<file path="config.mk">
export PLATFORM = sky130hd
export DESIGN_NAME = sws_ofifo
export DESIGN_NICKNAME = d
export VERILOG_FILES = /design/src/sv/sws_pkg.sv /design/src/sv/sws_ofifo.sv
export SDC_FILE = /design/constraint.sdc
export NUM_CORES = 1
export LEC_CHECK = 0
export BUFFER_PORTS_ARGS = -buffer_cell sky130_fd_sc_hd__buf_2
export CAP_MARGIN = 30
export CORE_AREA = 4 4 87 129
export DETAILED_ROUTE_END_ITERATION = 6
export DIE_AREA = 0 0 91 133
export GPL_TIMING_DRIVEN = 1
export PLACE_DENSITY = 0.46
export SYNTH_ARGS = -nofsm -noshare
export SYNTH_HDL_FRONTEND = slang
export SYNTH_SLANG_ARGS = --single-unit
</file>
<file path="constraint.sdc">
create_clock -name i_clk -period 1.7 [get_ports i_clk]
set_clock_uncertainty 0.1 [all_clocks]
set_input_delay 0.425 -clock i_clk [delete_from_list [all_inputs] [get_ports i_clk]]
set_output_delay 0.425 -clock i_clk [all_outputs]
set_load 0.01 [all_outputs]
</file>
<file path="src/sv/sws_pkg.sv">
// shared types and constants of the sliding window z-score motion block
package sws_pkg;

    localparam int MAX_WINDOW = 16;
    localparam int MAX_PIXELS = 16384;
    localparam int PIX_W      = 14;
    localparam int SLOT_W     = 4;
    localparam int CNT_W      = 5;
    localparam int WADDR_W    = SLOT_W + PIX_W;
    localparam int FIFO_DEPTH = 8;
    localparam int FIFO_AW    = 3;
    localparam int PADDR_W    = 4;

    localparam logic FUNC_PUSH = 1'b0;
    localparam logic FUNC_TEST = 1'b1;

    localparam logic [1:0] REG_WLEN = 2'd0;
    localparam logic [1:0] REG_FPIX = 2'd1;
    localparam logic [1:0] REG_ZTHR = 2'd2;

    localparam logic [4:0]  WLEN_RST = 5'd8;
    localparam logic [14:0] FPIX_RST = 15'd16384;
    localparam logic [7:0]  ZTHR_RST = 8'd40;

    typedef struct packed {
        logic        func;
        logic [13:0] pixel_index;
        logic [7:0]  pixel_y;
        logic [7:0]  pixel_u;
        logic [7:0]  pixel_v;
    } t_in_word;

    typedef struct packed {
        logic       motion;
        logic [4:0] frames_held;
    } t_out_word;

    typedef struct packed {
        logic [4:0]  window_len;
        logic [14:0] frame_pixels;
        logic [7:0]  z_limit;
    } t_cfg;

    typedef struct packed {
        logic [2:0][19:0] sq;
        logic [2:0][11:0] sum;
    } t_stat;

    typedef struct packed {
        logic                vld;
        logic                wr;
        logic                tst;
        logic                retire;
        logic [CNT_W-1:0]    cnt;
        logic [CNT_W-1:0]    held;
        logic [SLOT_W-1:0]   slot;
        logic [PIX_W-1:0]    pix;
        logic [2:0][7:0]     smp;
    } t_stage;

endpackage

</file>
<file path="src/sv/sws_ofifo.sv">
// output word queue
module sws_ofifo (
    input  logic                i_clk,
    input  logic                i_rst_n,
    input  logic                i_push,
    input  sws_pkg::t_out_word  i_data,
    input  logic                i_pop,
    output logic                o_valid,
    output sws_pkg::t_out_word  o_data
);
    import sws_pkg::*;

    t_out_word          r_mem [FIFO_DEPTH];
    logic [FIFO_AW-1:0] r_wp;
    logic [FIFO_AW-1:0] r_rp;
    logic [FIFO_AW:0]   r_cnt;

    always_ff @(posedge i_clk) begin
        if (i_push) begin
            r_mem[r_wp] <= i_data;
        end
    end

    always_ff @(posedge i_clk) begin
        if (!i_rst_n) begin
            r_wp  <= '0;
            r_rp  <= '0;
            r_cnt <= '0;
        end else begin
            if (i_push) begin
                r_wp <= r_wp + 1'b1;
            end
            if (i_pop) begin
                r_rp <= r_rp + 1'b1;
            end
            r_cnt <= r_cnt + {{FIFO_AW{1'b0}}, i_push} - {{FIFO_AW{1'b0}}, i_pop};
        end
    end

    assign o_valid = (r_cnt != '0);
    assign o_data  = r_mem[r_rp];

endmodule

</file>
==> out/qor.csv <==
stage,metric,value,unit
layout,design area,0.00319,mm²
floorplanning,Die ar.,0.0121,mm²
timing,min Tclk post-route,2.25,ns
timing,fmax,443,MHz
outcome,status,finished with violations,
placed_design,I/O Buffers,16,
clock_network,CTS Buffer Depth,2,
global_routing,GRT met2 Usage,0.124,
global_routing,met1 global-route usage,0.0972,
setup_path,Worst Setup Start Kind,flip-flop,
drt,DR WL/cell,14.5,µm
timing,final count of negative-setup-slack endpoints,6,
placed_design,Final Wtd Congestion,0.674,
global_routing,met3 Usage GRT,0.0273,
drt,Final ANT Viol Nets,0,
layout,layout cells sized above 1,0.398,
global_routing,grt ovf,0,
global_routing,vias in the first global route,1314,
floorplanning,Core Rows,45,
timing,max-slew violations,0,
drt,Pre-antenna DRT Iters,3,
drt,vias per cell,4.00,
setup_path,CP Max Fanout,9,
synthesis,largest cells by area after synthesis,"edfxtp_1 58%, mux4_1 13%, dfxtp_1 11%",
synthesis,Synth top area share,0.583,
global_routing,largest net degree at the start of global routing,13,
power_and_ir_drop,pwr/cell area,1310,mW/mm²
clock_network,TritonCTS Buffers,9,
floorplanning,core box area,0.0101,mm²
synthesis,cells after synthesis,136,
floorplanning,initial core utilization,0.244,
drt,Routed WL,4340,µm
global_routing,first-pass GRT wire length,7080,µm
timing,Slew headroom,0.841,
clock_network,clock root buffer,clkbuf_16,
placed_design,DP HPWL,3040,µm
setup_path,Critical Path Sink Type,output pin,
setup_path,CP Class,reg -> out,
global_routing,aggregate global-route resource usage,0.0794,
setup_path,CP Data Arrival Time,1.73,ns
global_routing,global routing's busiest layer,met2,
timing,worst slew pin tran,0.238,ns
timing,RSZ-0062 raised after global routing,true,
synthesis,cell type with the highest aggregate area in the netlist,edfxtp_1,
setup_path,Worst Path Required,1.17,ns
global_routing,initial antenna violation count,0,
drt,# DRC,0,
flow_run,max-cap viol count,0,
layout,antenna cells,0,
synthesis,syn_area_per_cell,18.2,µm²
layout,area delta synth->final,29.1,%
synthesis,sequential share of the synthesized area,0.689,
timing,period utilisation layout,1.33,
outcome,failing checks,setup timing,
clock_network,Worst-Skew Late Latency,0.31,ns
timing,post-route setup slack,-0.555,ns
layout,Nets,194,
setup_path,crit-path cells,buf_12 > mux4_2 > mux2_4 > buf_6,
synthesis,syn nets,154,
floorplanning,# IOs,17,
clock_network,clock slew at reported path FFs,0.05,ns
power_and_ir_drop,maximum VDD drop,0.000491,V
timing,Hold WS,0.278,ns
floorplanning,chip height,133,µm
setup_path,Reg2Reg Setup Slack,0.08,ns
clock_network,H-tree depth,3,
setup_path,CP peak stage delay,0.51,ns
hold_path,Hold Path Class,in -> reg,
drt,initial DRC count,37,
synthesis,YS warnings,0,
placed_design,Placed Area,0.00283,mm²
synthesis,mapped cell area,0.00247,mm²
floorplanning,Die X,91,µm
power_and_ir_drop,P_leak,1.15,nW
timing,"Hold Vio Cnt, Final",0,
placed_design,DP Worst Slack,-0.288,ns
synthesis,Synth Register Bits,61,
drt,Vias,1191,
setup_path,CP max stage cell,mux4_2,
clock_network,CTS tree,yes,
synthesis,count of cell types in the netlist,22,
clock_network,Sink Count,61,
clock_network,Post-CTS Setup Inserts,0,
==> per-stage QoR <==
step | TNS, ns | total power [W] | cells | utilization
6_report | -3.26 | 0.00417 | 298 | 0.315
5_1_grt | -3.57 | 0.00439 | 298 | 0.315
4_1_cts | -3.40 | 0.00423 | 298 | 0.314
3_5_place_dp | -1.95 | 0.00227 | 282 | 0.279
3_3_place_gp | -1.86 | 0.00227 | 282 | 0.279
2_1_floorplan | -0.584 | 0.00210 | 136 | -
==> path summary, 6_finish.rpt <==
path / start / to / depth (start not counted)
setup / recovery: flip-flop / o_data[1] / 4
setup reg to reg: r_cnt[0] / r_cnt[2] / 8
hold reg to reg: r_rp[1] / flip-flop / 2
hold / removal: i_data[0] / r_mem[1][0] / 1
==> cell families after synthesis <==
| group | Yosys count | synth area share |
|---|---|---|
| buffers and inverters | 11 | 0.0197 |
| adders and majority gates | 8 | 0.0435 |
| AOI/OAI and AO/OA | 2 | 0.00506 |
| DFF | 61 | 0.689 |
| muxes | 21 | 0.167 |
| and+or+nand+nor | 28 | 0.0582 |
| xor gates and xnor gates | 5 | 0.0177 |
==> cell usage after synthesis <==
master,n
nand2_1,5
dfxtp_1,13
and2_1,7
nand2b_1,4
mux4_1,12
nor2b_1,3
fa_1,1
edfxtp_1,48
inv_1,7
xor2_1,2
nor2_1,6
nor3_1,2
xnor2_1,3
buf_1,1
a21oi_1,1
clkbuf_1,2
nand3_1,1
mux2_2,6
a21o_1,1
buf_6,1
ha_1,7
mux2i_1,3
==> layout by cell type, fill, tap and decap left out, drive strengths merged <==
cell | Yosys | routed
mux2 | 6 | 6
fa | 1 | 1
mux2i | 3 | 3
and2 | 7 | 7
mux4 | 12 | 12
xnor2 | 3 | 3
clkbuf | 2 | 10
nor2b | 3 | 3
clkinv | 0 | 3
xor2 | 2 | 2
nand3 | 1 | 1
nand2b | 4 | 4
dfxtp | 13 | 13
nor3 | 2 | 2
inv | 7 | 8
nand2 | 5 | 5
edfxtp | 48 | 48
nor2 | 6 | 6
a21o | 1 | 1
bufinv | 0 | 2
ha | 7 | 7
a21oi | 1 | 1
buf | 2 | 33
==> critical path: cells and delay by family (launching register included) <==
kind | cells | cell delay, ns
DFF | 1 | 0.37
buffers and inverters | 2 | 0.26
muxes | 2 | 0.78
==> power breakdown <==
group / internal (W) / leakage, nW / total (W) / switching [W]
sequential: 0.00169 / 0.544 / 0.00173 / 0.0000367
clock: 0.00128 / 0.154 / 0.00190 / 0.000619
combinational: 0.000307 / 0.455 / 0.000542 / 0.000236
total: 0.00328 / 1.15 / 0.00417 / 0.000892
==> routing by layer <==
metal | part of all wire | routed length (µm)
met3 | 0.046 | 200
met2 | 0.49 | 2130
met4 | 0.015 | 67
met5 | 0 | 0
met1 | 0.45 | 1940
==> flip-flops by register name, summed over array words and instances, names as in the netlist, named ones only <==
signal,count
r_wp,3
r_rp,3
r_mem,48
r_cnt,4
==> layout make-up <==
| class | instances | area, µm² |
|---|---|---|
| clock buffers | 10 | 229 |
| clock inverters | 6 | 86.3 |
| fillers | 1000 | 6950 |
| inverters | 7 | 26.3 |
| multi-input cells | 64 | 726 |
| flip-flops and latches | 61 | 1710 |
| well taps | 117 | 146 |
| repair buffers | 33 | 270 |
==> repair_timing <==
action | 4_1_cts | 5_1_grt
gates resized for setup | 9 | 2
endpoints found under the setup margin | 6 | 7
hold buffers | 0 | 0
hold endpoints to repair | 0 | 0
Power figures use the tool's default switching activity.
