<file path="src/sv/sws_pkg.sv">
// shared types and constants of the sliding window z-score motion block
package sws_pkg;

    localparam int MAX_WINDOW = 16;
    localparam int MAX_PIXELS = 16384;
    localparam int PIX_W      = 14;
    localparam int SLOT_W     = 4;
    localparam int CNT_W      = 5;
    localparam int WADDR_W    = SLOT_W + PIX_W;
    localparam int FIFO_DEPTH = 8;
    localparam int FIFO_AW    = 3;
    localparam int PADDR_W    = 4;

    localparam logic FUNC_PUSH = 1'b0;
    localparam logic FUNC_TEST = 1'b1;

    localparam logic [1:0] REG_WLEN = 2'd0;
    localparam logic [1:0] REG_FPIX = 2'd1;
    localparam logic [1:0] REG_ZTHR = 2'd2;

    localparam logic [4:0]  WLEN_RST = 5'd8;
    localparam logic [14:0] FPIX_RST = 15'd16384;
    localparam logic [7:0]  ZTHR_RST = 8'd40;

    typedef struct packed {
        logic        func;
        logic [13:0] pixel_index;
        logic [7:0]  pixel_y;
        logic [7:0]  pixel_u;
        logic [7:0]  pixel_v;
    } t_in_word;

    typedef struct packed {
        logic       motion;
        logic [4:0] frames_held;
    } t_out_word;

    typedef struct packed {
        logic [4:0]  window_len;
        logic [14:0] frame_pixels;
        logic [7:0]  z_limit;
    } t_cfg;

    typedef struct packed {
        logic [2:0][19:0] sq;
        logic [2:0][11:0] sum;
    } t_stat;

    typedef struct packed {
        logic                vld;
        logic                wr;
        logic                tst;
        logic                retire;
        logic [CNT_W-1:0]    cnt;
        logic [CNT_W-1:0]    held;
        logic [SLOT_W-1:0]   slot;
        logic [PIX_W-1:0]    pix;
        logic [2:0][7:0]     smp;
    } t_stage;

endpackage

</file>
<file path="src/sv/sws_cfg.sv">
// configuration registers, apb access and statistics clearing sweep
module sws_cfg (
    input  logic                         i_clk,
    input  logic                         i_rst_n,
    input  logic                         psel,
    input  logic                         penable,
    input  logic                         pwrite,
    input  logic [sws_pkg::PADDR_W-1:0]  paddr,
    input  logic [31:0]                  pwdata,
    output logic [31:0]                  prdata,
    output logic                         pready,
    output sws_pkg::t_cfg                o_cfg,
    output logic                         o_restart,
    output logic                         o_clr,
    output logic [sws_pkg::PIX_W-1:0]    o_clr_addr
);
    import sws_pkg::*;

    t_cfg             r_cfg;
    logic             r_clr;
    logic [PIX_W-1:0] r_clr_addr;
    logic             wr;
    logic [1:0]       idx;

    assign pready = 1'b1;
    assign idx    = paddr[3:2];
    assign wr     = psel & penable & pwrite;
    assign o_restart = wr & ((idx == REG_WLEN) || (idx == REG_FPIX) || (idx == REG_ZTHR));

    always_ff @(posedge i_clk) begin
        if (!i_rst_n) begin
            r_cfg.window_len   <= WLEN_RST;
            r_cfg.frame_pixels <= FPIX_RST;
            r_cfg.z_limit      <= ZTHR_RST;
            r_clr              <= 1'b1;
            r_clr_addr         <= '0;
        end else begin
            if (wr) begin
                unique case (idx)
                    REG_WLEN: r_cfg.window_len   <= pwdata[4:0];
                    REG_FPIX: r_cfg.frame_pixels <= pwdata[14:0];
                    REG_ZTHR: r_cfg.z_limit      <= pwdata[7:0];
                    default:  ;
                endcase
            end
            if (o_restart) begin
                r_clr      <= 1'b1;
                r_clr_addr <= '0;
            end else if (r_clr) begin
                if (r_clr_addr == PIX_W'(MAX_PIXELS - 1)) begin
                    r_clr <= 1'b0;
                end
                r_clr_addr <= r_clr_addr + 1'b1;
            end
        end
    end

    always_comb begin
        unique case (idx)
            REG_WLEN: prdata = {27'b0, r_cfg.window_len};
            REG_FPIX: prdata = {17'b0, r_cfg.frame_pixels};
            REG_ZTHR: prdata = {24'b0, r_cfg.z_limit};
            default:  prdata = '0;
        endcase
    end

    assign o_cfg      = r_cfg;
    assign o_clr      = r_clr;
    assign o_clr_addr = r_clr_addr;

endmodule

</file>
<file path="config.mk">
export PLATFORM = sky130hd
export DESIGN_NAME = sws_cfg
export DESIGN_NICKNAME = d
export VERILOG_FILES = /design/src/sv/sws_pkg.sv /design/src/sv/sws_cfg.sv
export SDC_FILE = /design/constraint.sdc
export NUM_CORES = 1
export LEC_CHECK = 0
export ABC_CLOCK_PERIOD_IN_PS = 4400
export BUFFER_PORTS_ARGS = -buffer_cell sky130_fd_sc_hd__buf_2
export CAP_MARGIN = 20
export CORE_MARGIN = 2
export CORE_UTILIZATION = 30
export DETAILED_ROUTE_END_ITERATION = 12
export REMOVE_ABC_BUFFERS = 1
export SLEW_MARGIN = 25
export SYNTH_ARGS = -nofsm -noshare
export SYNTH_HDL_FRONTEND = slang
export SYNTH_SLANG_ARGS = --single-unit
</file>
<file path="constraint.sdc">
create_clock -name i_clk -period 4.4 [get_ports i_clk]
set_clock_uncertainty 0.2 [all_clocks]
set_input_delay 0.66 -clock i_clk [delete_from_list [all_inputs] [get_ports i_clk]]
set_output_delay 0.66 -clock i_clk [all_outputs]
set_load 0.01 [all_outputs]
</file>
==> results.toml <==
[global_route]
grt_pass1_vias = 1829
antenna_found_initial = 0
grt-ovfl-total = 0
grt_pass1_wl_mm = 9.094
grt.total_usage = 0.1454
grt_max_degree = 35

[clock_network]
insertion_delay_ns = 0.28
cts_hold_buf = 0
post_cts_resized = 0
cts_setup_buffers = 0
h-tree-depth = 2
cts.clk_slew.worst_paths_ns = 0.07
cts_sinks = 43
clock_path_buffers = 2
root_buffer = "clkbuf_8"
numCtsBuffers = 5
cts_tree = "yes"

[finish]
area_delta_synth_final_pct = 21.04
final_cells = 430
fill_cells = 767
drive_above_1_share = 0.2870
final_nets = 372
postLayoutCoreUtil = 0.3691
diodes = 0
seqCellArea_um2 = 860.8
multi_input_area_um2 = 1160

[timing]
rsz0062_at_grt = "no"
tightest_slew_ns = 0.9179
relSlewSlack = 0.3840
fmax_mhz = 353.5
setup_viol = 0
min_period_over_period = 0.6430
post-route-min-period_ns = 2.829
hold_viol_final = 0
tns_ns = 0
slew_viol_final = 0

[logic_synthesis]
yosys_warnings = 0
netlist_area_um2 = 2188
ys_types = 33
yosys_register_bits = 43
synth_top_family_by_area = "compound AO/OA/AOI/OAI gates"
synth_fa_ha_area_frac = 0.005718
muxShareOfSynthArea = 0.03659
yosysSeqAreaShare = 0.3934
synth-simple-area-share = 0.2150
synth-compound-area-share = 0.2241
synth-xor-area-share = 0.01601
postSynthCellCount = 262
syn_area_per_cell_um2 = 8.352

[detailed_routing]
routed_wl_mm = 5.810
antenna_left = 0
via_per_inst = 4.981
vias = 2142
post-route-drc-count = 0
drt_pre_antenna_iters = 4
drtIter0Drc = 44
wl_per_cell_um = 13.51

[hold_path]
hp-class = "reg -> reg"

[flow_run]
max_cap_violations = 0

[floorplanning]
start_util = 0.3050
core_area_um2 = 7176
die_w_um = 89.41
ios = 118
die_y_um = 89.41
rows = 31
dieArea_um2 = 7993

[worst_setup_path]
reg2reg_depth = 4
worstPathRequired_ns = 3.54
cp-start-kind = "input pin"
rr_endpoint = "o_clr_addr[10]"
worstSetupStartpoint = "paddr[3]"
worstSetupEndpointType = "output pin"
cp.arrival_ns = 1.97
rrSetupSlack_ns = 2.54
cp_max_fo = 12
critPathKind = "in -> out"
endpoint = "prdata[3]"
timing.rr.start = "o_clr_addr[0]"

[power_and_ir_drop]
ir_drop_mv = 0.1184
p_leak_nw = 1.102
power-per-cell-area_nw_per_um2 = 274.1
totalPowerFinal_w = 0.0007260

[placement]
portBuffers = 80
place_inst = 422
dp_hpwl_mm = 3.996
gp_congestion = 0.7951

[outcome]
status = "finished, final reports clean"
## layout by cell type (no fill, tap or decap), drive strengths merged, types with 7 or more instances in the layout
cell type   n
conb       18
nand2      12
clkbuf      7
a21boi     24
dfxtp      43
nor2        7
a21oi       7
and2        8
nand4       7
o21ai      39
mux2i       8
buf        83
nand3      34
## layout make-up
cell class,count,share of cell area
clock inverter,1,0.001889
tap,99,0.04676
sequential,43,0.3250
multi-input combinational,197,0.4379
clock buffer,7,0.02881
timing repair buffer,83,0.1597
## routing by layer
layer | wire length, µm | vias to the layer above | track usage
met5 | 0 | - | 0
met4 | 51 | 0 | 0.02849
met3 | 358 | 6 | 0.03601
met2 | 2714 | 82 | 0.2397
met1 | 2686 | 1017 | 0.1940
li1 | - | 1037 | -
## metrics by stage
stage	worst slack (ns)	cell area (µm²)	hold WS, ns
final	1.571	2649	0.2912
after global routing	1.365	2649	0.3263
after CTS	1.535	2648	0.2976
after detailed placement	1.540	2566	0.2869
after global placement	1.579	2566	0.2775
after floorplan	1.784	2017	0.3080
## synthesized netlist by cell type
master     n  area, µm²
conb_1     2      7.510
nor2_1     7      26.28
clkbuf_1  10      37.54
ha_1       1      12.51
o21ai_1    1      5.000
o31ai_1    4      30.03
a22o_1     3      26.28
a21oi_1    7      35.03
or4_1      4      30.03
nand2_1   12      45.04
nand4_1    6      37.54
or3_1      1      6.260
nand2b_1   3      18.77
nand4_4    1      21.27
nor2b_1    4      25.02
nor4_1     2      12.51
buf_2      8      40.04
mux2i_1    8      80.08
or2_2      1      6.260
and3_1     1      6.260
dfxtp_1   43      860.8
o21ai_0   38      190.2
xnor2_1    1      8.760
buf_6      1      11.26
and2_0     1      6.260
or3_2      2      15.01
nand3_1   34      170.2
o41ai_1    1      8.760
a21boi_0  24      180.2
xor2_1     3      26.28
buf_4     19      142.6
o211ai_1   2      15.01
and2_1     7      43.79
## state kept, by name, indices dropped and copies added (netlist names)
register    flops
o_cfg          28
o_clr           1
o_clr_addr     14
## cell families (layout without fill, tap and decap cells)
kind of cell | after synthesis | after routing
AOI/OAI and AO/OA | 80 | 80
xor gates and xnor gates | 4 | 4
adders and majority gates | 1 | 1
buffers and inverters | 38 | 91
DFF | 43 | 43
muxes | 8 | 8
other | 2 | 18
and+or+nand+nor | 86 | 86
## worst max-delay path, stage by stage
cell	delay, ns
buf_2	0.21
nor2b_1	0.51
buf_4	0.29
nand2_1	0.06
o21ai_0	0.06
buf_2	0.17
## where the power goes
| group | internal, W | switching (W) | total [W] | leakage (nW) |
|---|---|---|---|---|
| Clock | 0.000112 | 0.000132 | 0.000243 | 0.0422 |
| Sequential | 0.000395 | 0.00000592 | 0.000401 | 0.348 |
| Combinational | 0.0000277 | 0.0000542 | 0.0000819 | 0.712 |
| Total | 0.000534 | 0.000192 | 0.000726 | 1.10 |
## worst min-delay path by stage
| stage | startpoint | endpoint | slack [ns] | depth (start not counted) |
|---|---|---|---|---|
| after global placement | o_cfg[17] | o_cfg[17] | 0.28 | 2 |
| after CTS | o_cfg[20] | o_cfg[20] | 0.30 | 2 |
| after floorplan | o_clr_addr[12] | o_clr_addr[12] | 0.31 | 2 |
| final | o_cfg[20] | o_cfg[20] | 0.29 | 2 |
| after global routing | o_cfg[14] | o_cfg[14] | 0.33 | 2 |
| after detailed placement | o_cfg[20] | o_cfg[20] | 0.29 | 2 |
Power figures use the tool's default switching activity.
